--- src/design/grid_path_string_pull_unit_defines.svh ---
// assertion macros for the grid path string pull unit
// no dependencies; included by the top unit file, which checks its own logic
`ifndef GRID_PATH_STRING_PULL_UNIT_DEFINES_SVH
`define GRID_PATH_STRING_PULL_UNIT_DEFINES_SVH
`ifndef SYNTHESIS
// same-cycle implication
`define GPSP_ASSERT_IMPL(lbl, clk, rstn, ante, cons) \
    lbl: assert property (@(posedge clk) disable iff (!rstn) (ante) |-> (cons)) \
        else $error("gpsp assertion failed");
// next-cycle implication
`define GPSP_ASSERT_NEXT(lbl, clk, rstn, ante, cons) \
    lbl: assert property (@(posedge clk) disable iff (!rstn) (ante) |=> (cons)) \
        else $error("gpsp assertion failed");
`else
`define GPSP_ASSERT_IMPL(lbl, clk, rstn, ante, cons)
`define GPSP_ASSERT_NEXT(lbl, clk, rstn, ante, cons)
`endif
`endif

--- src/design/gpsp_pkg.sv ---
// shared types, constants and helpers of the grid path string pull unit
// no dependencies
package gpsp_pkg;

    localparam int GRID_DIM  = 64;
    localparam int MAX_PATH  = 64;
    localparam int COORD_W   = 6;
    localparam int GRID_AW   = $clog2(GRID_DIM);
    localparam int MAP_DEPTH = GRID_DIM * GRID_DIM;
    localparam int MAP_AW    = $clog2(MAP_DEPTH);
    localparam int PATH_AW   = $clog2(MAX_PATH);
    localparam int CNT_W     = $clog2(MAX_PATH + 1);
    // signed working width of the line walker, holds coordinates and remainders
    localparam int EXT_W     = ((COORD_W > GRID_AW) ? COORD_W : GRID_AW) + 3;

    localparam logic OP_MAP  = 1'b0;
    localparam logic OP_PATH = 1'b1;

    typedef struct packed {
        logic               operation;
        logic [COORD_W-1:0] map_x;
        logic [COORD_W-1:0] map_y;
        logic               walkable;
        logic [COORD_W-1:0] cell_x;
        logic [COORD_W-1:0] cell_y;
        logic [COORD_W-1:0] cell_z;
        logic               last_cell;
    } in_word_t;

    typedef struct packed {
        logic [COORD_W-1:0] waypoint_x;
        logic [COORD_W-1:0] waypoint_y;
        logic [COORD_W-1:0] waypoint_z;
        logic               last_waypoint;
        logic               overflow;
    } out_word_t;

    typedef struct packed {
        logic               start;
        logic [COORD_W-1:0] from_x;
        logic [COORD_W-1:0] from_y;
        logic [COORD_W-1:0] to_x;
        logic [COORD_W-1:0] to_y;
    } sight_req_t;

    typedef struct packed {
        logic busy;
        logic done;
        logic clear;
    } sight_rsp_t;

    // row-major map address, caller guarantees both coordinates are inside the grid
    function automatic logic [MAP_AW-1:0] map_addr(input logic [EXT_W-1:0] x,
                                                   input logic [EXT_W-1:0] y);
        return MAP_AW'(y) * MAP_AW'(GRID_DIM) + MAP_AW'(x);
    endfunction

endpackage

--- src/design/gpsp_sight.sv ---
// line of sight walker: incremental dda over the interior cells of a segment
// depends on gpsp_pkg; reads the walk map through a registered read port
module gpsp_sight (
    input  logic                       aclk,
    input  logic                       aresetn,
    input  gpsp_pkg::sight_req_t       req,
    output gpsp_pkg::sight_rsp_t       rsp,
    output logic [gpsp_pkg::MAP_AW-1:0] map_rd_addr,
    input  logic                       map_rd_data
);

    localparam int RW = gpsp_pkg::EXT_W;
    localparam int CW = gpsp_pkg::COORD_W;
    localparam logic signed [RW-1:0] ONE  = RW'(1);
    localparam logic signed [RW-1:0] ZERO = RW'(0);
    localparam logic signed [RW-1:0] GRID = RW'(gpsp_pkg::GRID_DIM);

    typedef enum logic [1:0] {S_IDLE, S_ISSUE, S_FETCH, S_CHECK} state_t;

    typedef struct packed {
        logic signed [RW-1:0] q;
        logic signed [RW-1:0] r;
    } dda_t;

    // one step of the rounded dda: remainder stays in [0, 2*steps)
    function automatic dda_t dda_step(input dda_t cur, input logic signed [RW-1:0] d2,
                                      input logic signed [RW-1:0] s2);
        dda_t                 nxt;
        logic signed [RW-1:0] rs;
        rs    = cur.r + d2;
        nxt.q = cur.q;
        nxt.r = rs;
        if (rs >= s2) begin
            nxt.q = cur.q + ONE;
            nxt.r = rs - s2;
        end else if (rs < ZERO) begin
            nxt.q = cur.q - ONE;
            nxt.r = rs + s2;
        end
        return nxt;
    endfunction

    state_t               state_reg;
    logic [CW-1:0]        fx_reg, fy_reg, steps_reg, i_reg;
    logic signed [RW-1:0] d2x_reg, d2y_reg, s2_reg;
    dda_t                 dx_reg, dy_reg;
    logic                 oob_reg, done_reg, clear_reg;
    logic [gpsp_pkg::MAP_AW-1:0] addr_reg;

    logic signed [RW-1:0] fxe, fye, txe, tye, ddx, ddy, adx, ady, stp;
    dda_t                 nx, ny;
    logic signed [RW-1:0] cx, cy;
    logic                 coord_oob;

    always_comb begin
        fxe = signed'(RW'(req.from_x));
        fye = signed'(RW'(req.from_y));
        txe = signed'(RW'(req.to_x));
        tye = signed'(RW'(req.to_y));
        ddx = txe - fxe;
        ddy = tye - fye;
        adx = (ddx < ZERO) ? -ddx : ddx;
        ady = (ddy < ZERO) ? -ddy : ddy;
        stp = (adx > ady) ? adx : ady;
        nx  = dda_step(dx_reg, d2x_reg, s2_reg);
        ny  = dda_step(dy_reg, d2y_reg, s2_reg);
        cx  = signed'(RW'(fx_reg)) + nx.q;
        cy  = signed'(RW'(fy_reg)) + ny.q;
        coord_oob = (cx < ZERO) || (cx >= GRID) || (cy < ZERO) || (cy >= GRID);
    end

    always_ff @(posedge aclk) begin
        done_reg <= 1'b0;
        if (!aresetn) begin
            state_reg <= S_IDLE;
            clear_reg <= 1'b0;
        end else begin
            unique case (state_reg)
                S_IDLE: begin
                    if (req.start) begin
                        fx_reg    <= req.from_x;
                        fy_reg    <= req.from_y;
                        steps_reg <= stp[CW-1:0];
                        s2_reg    <= stp <<< 1;
                        d2x_reg   <= ddx <<< 1;
                        d2y_reg   <= ddy <<< 1;
                        dx_reg    <= '{q: ZERO, r: stp};
                        dy_reg    <= '{q: ZERO, r: stp};
                        i_reg     <= CW'(1);
                        if (stp <= ONE) begin
                            // no interior cells
                            done_reg  <= 1'b1;
                            clear_reg <= 1'b1;
                        end else begin
                            state_reg <= S_ISSUE;
                        end
                    end
                end
                S_ISSUE: begin
                    dx_reg    <= nx;
                    dy_reg    <= ny;
                    oob_reg   <= coord_oob;
                    addr_reg  <= gpsp_pkg::map_addr(cx, cy);
                    state_reg <= S_FETCH;
                end
                S_FETCH: begin
                    state_reg <= S_CHECK;
                end
                S_CHECK: begin
                    if (oob_reg || !map_rd_data) begin
                        done_reg  <= 1'b1;
                        clear_reg <= 1'b0;
                        state_reg <= S_IDLE;
                    end else if (i_reg == steps_reg - CW'(1)) begin
                        done_reg  <= 1'b1;
                        clear_reg <= 1'b1;
                        state_reg <= S_IDLE;
                    end else begin
                        i_reg     <= i_reg + CW'(1);
                        state_reg <= S_ISSUE;
                    end
                end
                default: state_reg <= S_IDLE;
            endcase
        end
    end

    assign map_rd_addr = addr_reg;
    assign rsp.busy    = (state_reg != S_IDLE);
    assign rsp.done    = done_reg;
    assign rsp.clear   = clear_reg;

endmodule

--- config.mk ---
export PLATFORM = sky130hd
export DESIGN_NAME = gpsp_sight
export DESIGN_NICKNAME = d
export VERILOG_FILES = /design/src/design/grid_path_string_pull_unit_defines.svh /design/src/design/gpsp_pkg.sv /design/src/design/gpsp_sight.sv
export SDC_FILE = /design/constraint.sdc
export NUM_CORES = 1
export LEC_CHECK = 0
export ABC_AREA = 1
export BUFFER_PORTS_ARGS = -buffer_cell sky130_fd_sc_hd__buf_2
export CAP_MARGIN = 20
export CORE_MARGIN = 3
export CORE_UTILIZATION = 59
export DETAILED_ROUTE_END_ITERATION = 16
export PLACE_DENSITY = 0.87
export SYNTH_ARGS = -nofsm -noshare
export SYNTH_HDL_FRONTEND = slang
export SYNTH_SLANG_ARGS = --single-unit
export TNS_END_PERCENT = 10
--- constraint.sdc ---
create_clock -name aclk -period 17.1 [get_ports aclk]
set_clock_uncertainty 0.2 [all_clocks]
set_input_delay 0.855 -clock aclk [delete_from_list [all_inputs] [get_ports aclk]]
set_output_delay 0.855 -clock aclk [all_outputs]
set_load 0.005 [all_outputs]
==> results of run 1 <==
==> metal layers <==
metal,global-route usage,vias up,wire (microns)
li1,-,3592,-
met1,0.319,3275,8490
met2,0.420,178,9100
met3,0.0280,36,861
met4,0.0953,0,524
met5,0,-,0
==> final cells by class <==
type                    count  area share
clock inverters             4     0.00274
inverters                 185      0.0762
multi-input cells         788       0.545
well taps                 180      0.0246
clock buffers              12      0.0280
repair buffers             45      0.0254
flip-flops and latches     92       0.298
==> logic make-up after synthesis <==
logic type | Yosys count | synth area share
simple gates | 480 | 0.259
fa+ha+maj | 102 | 0.160
xor+xnor | 71 | 0.0740
compound gates | 130 | 0.0916
flops | 92 | 0.320
other cells | 2 | 0.000884
buf+inv | 200 | 0.0942
==> synth_stat cells, types with 3 or more instances <==
cell                          n  area, sq um
sky130_fd_sc_hd__nand3_2     12          120
sky130_fd_sc_hd__or2_2        5         31.3
sky130_fd_sc_hd__dfxtp_1      4         80.1
sky130_fd_sc_hd__o21a_1       3         22.5
sky130_fd_sc_hd__xnor2_1     19          166
sky130_fd_sc_hd__nor3_1      12         60.1
sky130_fd_sc_hd__buf_6        3         33.8
sky130_fd_sc_hd__nor2_2       4         25.0
sky130_fd_sc_hd__nand2_2     24          150
sky130_fd_sc_hd__fa_1        11          220
sky130_fd_sc_hd__xor2_1      51          447
sky130_fd_sc_hd__clkbuf_1     4         15.0
sky130_fd_sc_hd__o211ai_1     6         45.0
sky130_fd_sc_hd__a21o_1       3         22.5
sky130_fd_sc_hd__ha_1        91         1140
sky130_fd_sc_hd__o21ai_1      6         30.0
sky130_fd_sc_hd__edfxtp_1    88         2640
sky130_fd_sc_hd__nand4_1     10         62.6
sky130_fd_sc_hd__o2111ai_1    3         26.3
sky130_fd_sc_hd__inv_2       13         48.8
sky130_fd_sc_hd__nand3_1     74          370
sky130_fd_sc_hd__buf_4        6         45.0
sky130_fd_sc_hd__o21bai_1     5         37.5
sky130_fd_sc_hd__o21ai_2      3         26.3
sky130_fd_sc_hd__nand2_1    247          927
sky130_fd_sc_hd__a21oi_2      5         43.8
sky130_fd_sc_hd__nor2_1      77          289
sky130_fd_sc_hd__a21oi_1     57          285
sky130_fd_sc_hd__o21ai_0     26          130
sky130_fd_sc_hd__inv_1      169          634
==> critical path: cells and delay by family (launching register included) <==
kind	cells	cell delay, ps
and+or+nand+nor	17	1960
AOI/OAI and AO/OA	7	1180
xor gates and xnor gates	2	330
DFF	1	380
adders and majority gates	4	1480
buffers and inverters	4	380
==> path summary, 6_finish.rpt <==
kind,end,slack [ps],cells after the start
setup / recovery,map_rd_addr[11]$_DFFE_PP_,10930,34
setup reg to reg,map_rd_addr[11]$_DFFE_PP_,10930,34
hold / removal,clear_reg$_SDFFE_PN0P_,300,2
hold reg to reg,clear_reg$_SDFFE_PN0P_,300,2
==> metrics by stage <==
stage | hold WS, ps | instance area, sq um | std cells | util | setup slack, ps
floorplan | 253 | 8510 | 1080 | - | 11690
global placement | 271 | 8870 | 1290 | 0.634 | 11240
detailed placement | 283 | 8870 | 1290 | 0.634 | 11050
CTS | 300 | 9150 | 1306 | 0.654 | 10940
global route | 344 | 9150 | 1306 | 0.654 | 10220
finish | 297 | 9150 | 1306 | 0.654 | 10930
==> results_dict.tcl, run 1 <==
set metrics [dict create \
    detailroute.via_count 7081 \
    cp-startpoint "d2x_reg[3]$_DFFE_PP_" \
    fillCellCount 1196 \
    final_antenna_net_count 0 \
    tightestPinTransition_ps 925 \
    y_dimension_of_the_die_microns 126 \
    core-area_sq_mm 0.0140 \
    cap_violations 0 \
    grt-ovfl-total 0 \
    largest_register_ffs 18 \
    dp_hpwl_microns 14700 \
    layout_commonest_cell "sky130_fd_sc_hd__nand2_1" \
    period_minus_slack_ps 6170 \
    setup.worst_path.class "reg2reg" \
    grt_pass1_wl_microns 32000 \
    fin_crit_sh 0.361 \
    diodes 0 \
    dominant_register_cell_in_the_synthesized_netlist "sky130_fd_sc_hd__edfxtp_1" \
    run_status "complete, no violations" \
    postCtsSetupBuffers 0 \
    grt_pass1_vias 6941 \
    average_cell_area_after_synthesis_sq_um 7.89 \
    route.detailed.drc 0 \
    antenna_found_initial 0 \
    fp.dieArea_sq_mm 0.0159 \
    wl_microns 19000 \
    multi_input_comb_area_sq_mm 0.00499 \
    post_synth_num_cell_types 53 \
    max_freq_ghz 0.162 \
    clockBufferDepth 2 \
    grt_setup_unrepaired "false" \
    start_util 0.608 \
    port_buffers 42 \
    area.growth.synth_to_final_pct 7.64 \
    max_stage_delay_ps 420 \
    final.setup.tns_ps 0 \
    ys_seq_elements 92 \
    min-delay-path-class "reg2reg" \
    placementRows 43 \
    cp.required_ps 17000 \
    worst_hold_startpoint "clear_reg$_SDFFE_PN0P_" \
    clock_latency_ps 350 \
    most_common_cell_type_on_the_critical_path "sky130_fd_sc_hd__nand2_1" \
    final_report_max_slew_violation_count 0 \
    gr-usage-all-layers 0.245 \
    cts-hold-fix-buffers 0 \
    postSynthCellCount 1077 \
    num-nets-final 1251 \
    cts_sinks 92 \
    startpoint_type "flop" \
    drt-pass1-iter-count 5 \
    yosys_warnings 0 \
    timing.final.setup_violations 0 \
    drt-initial-drc-count 569 \
    final_layout_size_suffix_gt1_frac 0.124 \
    synth-seq-area-share 0.320 \
    cts_repair_resize_count 0 \
    tritoncts.num_buffers 9 \
    hold_viol_final 0 \
    ctsRootBufferMaster "sky130_fd_sc_hd__clkbuf_16" \
    syn_area_sq_mm 0.00850 \
    critical_path.slowest_cell "sky130_fd_sc_hd__ha_1" \
    leading_cell_types_in_the_layout_fill_and_taps_excluded "sky130_fd_sc_hd__nand2_1 (247), sky130_fd_sc_hd__inv_1 (169), sky130_fd_sc_hd__ha_1 (91)" \
    clk_transition_reported_paths_ps 70 \
    worstReg2RegStart "d2x_reg[3]$_DFFE_PP_" \
    regArea_sq_mm 0.00272 \
    maximum_fanout_along_the_worst_path 14 \
    globalplace.congestion 0.940 \
    die_width_microns 126 \
    worst-endpoint-arrival_ps 6070 \
    grt_start_max_net_pins 35 \
    floorplan.io_pins 43 \
    avgViaCountPerCell 5.42 \
    synth-async-reset-ratio 0 \
    clock_tree.htree_level_count 3 \
    tritoncts_clock_tree "built" \
    slew_headroom 0.380 \
    synth_enable_flop_cells 88 \
    avgRoutedWirePerCell_microns 14.5 \
    end_kind "flop" \
]
Power of run 1 is left out: the tool's default activity adds up to more than one toggle a clock period on the data nets, which glitch-free logic cannot reach.
==> inputs of run 2 (changes only) <==
clock period = 5.7 ns   (was 17.1 ns; I/O delays follow)
==> run 2 against run 1 <==
Net effect:
- worst hold slack got worse by 270 ps
- clock-buffer cell count fell by 2
- sequential share of layout area fell by 1.6 points
- fmax rose by 9.9%
- cell count rose by 2.9%
- die area did not move
- sequential cell count did not move
==> results_dict.tcl, run 2 (synthesis gave the netlist of run 1 again) <==
set metrics [dict create \
    run_status "complete, no violations" \
    largest_register_ffs 18 \
    timing.final.setup_violations 0 \
    fp.dieArea_sq_mm 0.0159 \
    max_stage_delay_ps 390 \
    layout.cell_area.non_filler_sq_mm 0.00968 \
    wl_microns 20500 \
    worstSetupEndpoint "map_rd_addr[9]$_DFFE_PP_" \
    tritoncts_clock_tree "built" \
    slew_headroom 0.334 \
    critical_path.slowest_cell "sky130_fd_sc_hd__fa_2" \
    max_freq_ghz 0.178 \
    r2r_slack_ps 90 \
    final_report_max_slew_violation_count 0 \
    core-area_sq_mm 0.0140 \
    period_minus_slack_ps 5610 \
    most_common_cell_type_on_the_critical_path "sky130_fd_sc_hd__nand2_1" \
    grt_pass1_vias 7182 \
    final.setup.tns_ps 0 \
    ctsRootBufferMaster "sky130_fd_sc_hd__clkbuf_16" \
    maximum_fanout_along_the_worst_path 6 \
    cp.required_ps 5580 \
    min-delay-path-class "in2reg" \
    startpoint_type "flop" \
    final_antenna_net_count 0 \
    multi_input_comb_area_sq_mm 0.00521 \
    drt-pass1-iter-count 6 \
    placementRows 43 \
    hold_viol_final 0 \
    worstReg2RegStart "dx_reg[1]$_DFFE_PP_" \
    globalplace.congestion 0.924 \
    port_buffers 42 \
    cts_sinks 92 \
    setup.worst_path.class "reg2reg" \
    layout_commonest_cell "sky130_fd_sc_hd__nand2_1" \
    area.growth.synth_to_final_pct 13.9 \
    gr-usage-all-layers 0.255 \
    final_critical_path_setup_slack_ps 87.6 \
    grt_start_max_net_pins 35 \
    cap_violations 0 \
    rr_endpoint "map_rd_addr[9]$_DFFE_PP_" \
    finalHoldWorstSlack_ps 24.2 \
    avgRoutedWirePerCell_microns 15.2 \
    worst-endpoint-arrival_ps 5490 \
    fillCellCount 1081 \
    cp-startpoint "dx_reg[1]$_DFFE_PP_" \
    leading_cell_types_in_the_layout_fill_and_taps_excluded "sky130_fd_sc_hd__nand2_1 (242), sky130_fd_sc_hd__inv_1 (162), sky130_fd_sc_hd__edfxtp_1 (88)" \
    num-nets-final 1289 \
    route.detailed.drc 0 \
    tightestPinTransition_ps 993 \
    antenna_found_initial 0 \
    final_layout_size_suffix_gt1_frac 0.179 \
    y_dimension_of_the_die_microns 126 \
    avgViaCountPerCell 5.49 \
    diodes 0 \
    regArea_sq_mm 0.00272 \
    grt_setup_unrepaired "true" \
    start_util 0.608 \
    die_width_microns 126 \
    floorplan.io_pins 43 \
    clock_latency_ps 340 \
    tritoncts.num_buffers 9 \
    end_kind "flop" \
    detailroute.via_count 7380 \
    clk_transition_reported_paths_ps 70 \
    clock_tree.htree_level_count 3 \
    dp_hpwl_microns 15200 \
    grt_pass1_wl_microns 33300 \
    drt-initial-drc-count 726 \
    detailedPlace.worstSlack_ps -91.7 \
    post_dp_cell_area_sq_mm 0.00899 \
    grt-ovfl-total 0 \
    clockBufferDepth 2 \
    r2r.worst_path.cells 37 \
    fin_crit_sh 0.985 \
]
==> run 2: repair_timing <==
action                                  CTS  global route
hold endpoints to repair                 12             0
hold buffers                             12             0
pin swaps                                 0            32
setup buffers                             0            10
gates resized for setup                   6            46
endpoints found under the setup margin    3             6
==> run 2: worst max-delay path: cells and delay by family, from the launching register on <==
family / cells / cell delay [ps]
xor gates and xnor gates: 3 / 470
AOI/OAI and AO/OA: 8 / 1210
buffers and inverters: 7 / 640
DFF: 1 / 380
and+or+nand+nor: 14 / 1070
adders and majority gates: 5 / 1330
==> run 2: metrics by stage <==
step | cells | utilization
3_3_place_gp | 1306 | 0.642
4_1_cts | 1334 | 0.672
6_report | 1344 | 0.692
2_1_floorplan | 1080 | -
3_5_place_dp | 1306 | 0.642
5_1_grt | 1344 | 0.692
==> run 2: metal layers <==
metal,track usage,part of all wire
met1,0.328,0.42
met2,0.450,0.50
met3,0.0335,0.064
met4,0.0744,0.021
met5,0,0
==> run 2: layout make-up <==
| cell class | count | area share |
|---|---|---|
| clock buffers | 10 | 0.0237 |
| clock inverters | 6 | 0.00414 |
| inverters | 185 | 0.0723 |
| multi-input cells | 788 | 0.538 |
| flip-flops and latches | 92 | 0.281 |
| well taps | 180 | 0.0233 |
| repair buffers | 83 | 0.0570 |
==> run 2: worst min-delay path by stage <==
stage / from / to / slack, ps / depth (start not counted)
CTS: aresetn / state_reg[1]$_SDFFE_PN0P_ / 20 / 3
global placement: req[22] / fx_reg[4]$_DFFE_PP_ / 280 / 1
finish: aresetn / state_reg[1]$_SDFFE_PN0P_ / 20 / 3
detailed placement: clear_reg$_SDFFE_PN0P_ / clear_reg$_SDFFE_PN0P_ / 280 / 2
global route: aresetn / state_reg[1]$_SDFFE_PN0P_ / 20 / 3
floorplan: req[18] / fx_reg[0]$_DFFE_PP_ / 180 / 0
Power of run 2 is left out for the same reason.
==> inputs of run 3 (changes only) <==
CORE_UTILIZATION = 42   (was 59)
GPL_TIMING_DRIVEN = 1   (was unset)
PLACE_DENSITY = 0.68   (was 0.87)
==> run 3 against run 2 <==
Net effect:
- via count shrank 5.0%
- sequential share of layout area decreased by 0.12 points
- worst hold slack improved by 7.9 ps
- design area increased by 0.44%
- clock-buffer cell count down 1
- non-clock buffer count down 5
- register-to-register slack better by 130 ps
==> results_dict.tcl, run 3 (synthesis gave the netlist of run 1 again) <==
set metrics [dict create \
    wl_microns 19400 \
    placementRows 51 \
    grt-ovfl-total 0 \
    largest_register_ffs 18 \
    tightestPinTransition_ps 1060 \
    rr_endpoint "map_rd_addr[9]$_DFFE_PP_" \
    final_core_util 0.495 \
    tritoncts.num_buffers 9 \
    die_width_microns 148 \
    final_layout_size_suffix_gt1_frac 0.161 \
    critPathBufInv 5 \
    hold_path_end "clear_reg$_SDFFE_PN0P_" \
    grt_start_max_net_pins 35 \
    ctsRootBufferMaster "sky130_fd_sc_hd__clkbuf_16" \
    cts_sinks 92 \
    layout_commonest_cell "sky130_fd_sc_hd__nand2_1" \
    fin_crit_sh 0.961 \
    clock_tree.htree_level_count 3 \
    holdPathStages 3 \
    clockBufferDepth 2 \
    start_util 0.432 \
    tritoncts_clock_tree "built" \
    delay_heaviest_family_cp "adder cells" \
    floorplan.io_pins 43 \
    num-nets-final 1284 \
    clock_latency_ps 350 \
    dp_hpwl_microns 15200 \
    avgRoutedWirePerCell_microns 13.6 \
    core-area_sq_mm 0.0197 \
    grt_setup_unrepaired "true" \
    y_dimension_of_the_die_microns 148 \
    run_status "complete, no violations" \
    detailroute.via_count 7009 \
    leading_cell_types_in_the_layout_fill_and_taps_excluded "sky130_fd_sc_hd__nand2_1 (244), sky130_fd_sc_hd__inv_1 (165), sky130_fd_sc_hd__edfxtp_1 (88)" \
    startpoint_type "flop" \
    critical_path.slowest_cell "sky130_fd_sc_hd__ha_2" \
    most_common_cell_type_on_the_critical_path "sky130_fd_sc_hd__nand2_1" \
    cap_violations 0 \
    fillCellCount 1927 \
    avgViaCountPerCell 4.92 \
    gr-usage-all-layers 0.181 \
    fp.dieArea_sq_mm 0.0220 \
    hold_viol_final 0 \
    route.detailed.drc 0 \
    cp.required_ps 5600 \
    diodes 0 \
    clk_transition_reported_paths_ps 70 \
    grt_pass1_wl_microns 32000 \
    final_critical_path_setup_slack_ps 221 \
    max_stage_delay_ps 430 \
    end_kind "flop" \
    r2r.worst_path.cells 29 \
    globalplace.congestion 0.895 \
    detailedPlace.worstSlack_ps -61.1 \
    final_report_max_slew_violation_count 0 \
    r2r_slack_ps 220 \
    worst_hold_startpoint "aresetn" \
    drt-pass1-iter-count 5 \
    min-delay-path-class "in2reg" \
    port_buffers 42 \
    timing.final.setup_violations 0 \
    antenna_found_initial 0 \
    maximum_fanout_along_the_worst_path 7 \
    worstReg2RegStart "d2x_reg[1]$_DFFE_PP_" \
    drt-initial-drc-count 393 \
    area.growth.synth_to_final_pct 14.4 \
    worst-endpoint-arrival_ps 5380 \
    final_antenna_net_count 0 \
    period_minus_slack_ps 5480 \
    final.setup.tns_ps 0 \
    grt_pass1_vias 6722 \
    setup.worst_path.class "reg2reg" \
    max_freq_ghz 0.182 \
    slew_headroom 0.294 \
]
## run 3: final cells by class
class / instances / area [sq um] / share of cell area
clock inverters: 7 / 104 / 0.0107
clock buffers: 9 / 225 / 0.0232
flip-flops and latches: 92 / 2720 / 0.280
repair buffers: 78 / 514 / 0.0529
multi-input cells: 788 / 5130 / 0.527
well taps: 265 / 332 / 0.0341
inverters: 185 / 697 / 0.0717
## run 3: metal layers
layer	vias to the layer above	routed length [microns]	global-route usage
met4	0	308	0.0503
met1	3180	8940	0.244
met3	22	902	0.0265
li1	3672	-	-
met5	-	0	0
met2	135	9240	0.305
## run 3: worst max path at each step
stage                    startpoint                        end  slack [ps]  cells past startpoint
2_1_floorplan  d2x_reg[1]$_DFFE_PP_  map_rd_addr[11]$_DFFE_PP_         290                     37
3_3_place_gp   d2x_reg[1]$_DFFE_PP_  map_rd_addr[11]$_DFFE_PP_          60                     37
3_5_place_dp   d2x_reg[1]$_DFFE_PP_  map_rd_addr[11]$_DFFE_PP_         -60                     37
4_1_cts        d2x_reg[1]$_DFFE_PP_  map_rd_addr[11]$_DFFE_PP_           7                     37
5_1_grt        d2x_reg[1]$_DFFE_PP_   map_rd_addr[9]$_DFFE_PP_        -190                     37
6_report       d2x_reg[1]$_DFFE_PP_   map_rd_addr[9]$_DFFE_PP_         220                     29
## run 3: worst reg2reg max path: cells and delay by family (launching register included)
family / cells / cell delay, ps
buffers and inverters: 5 / 640
DFF: 1 / 420
adders and majority gates: 5 / 1600
AOI/OAI and AO/OA: 6 / 970
xor gates and xnor gates: 3 / 430
and+or+nand+nor: 10 / 960
## run 3: metrics by stage
step | hold WS, ps | instances | area, sq um
after floorplan | 184 | 1080 | 8510
after global placement | 271 | 1394 | 9120
after detailed placement | 277 | 1394 | 9120
after CTS | 20.9 | 1422 | 9570
after global routing | 22.9 | 1424 | 9720
final | 32.2 | 1424 | 9720
## run 3: repair_timing
action                     in CTS  in global routing
hold endpoints to repair       12                  0
setup buffers                   0                  2
gates resized for setup         1                 30
pin swaps                       1                 16
setup endpoints to repair       3                  5
hold buffers                   12                  0
Power of run 3 is left out for the same reason.
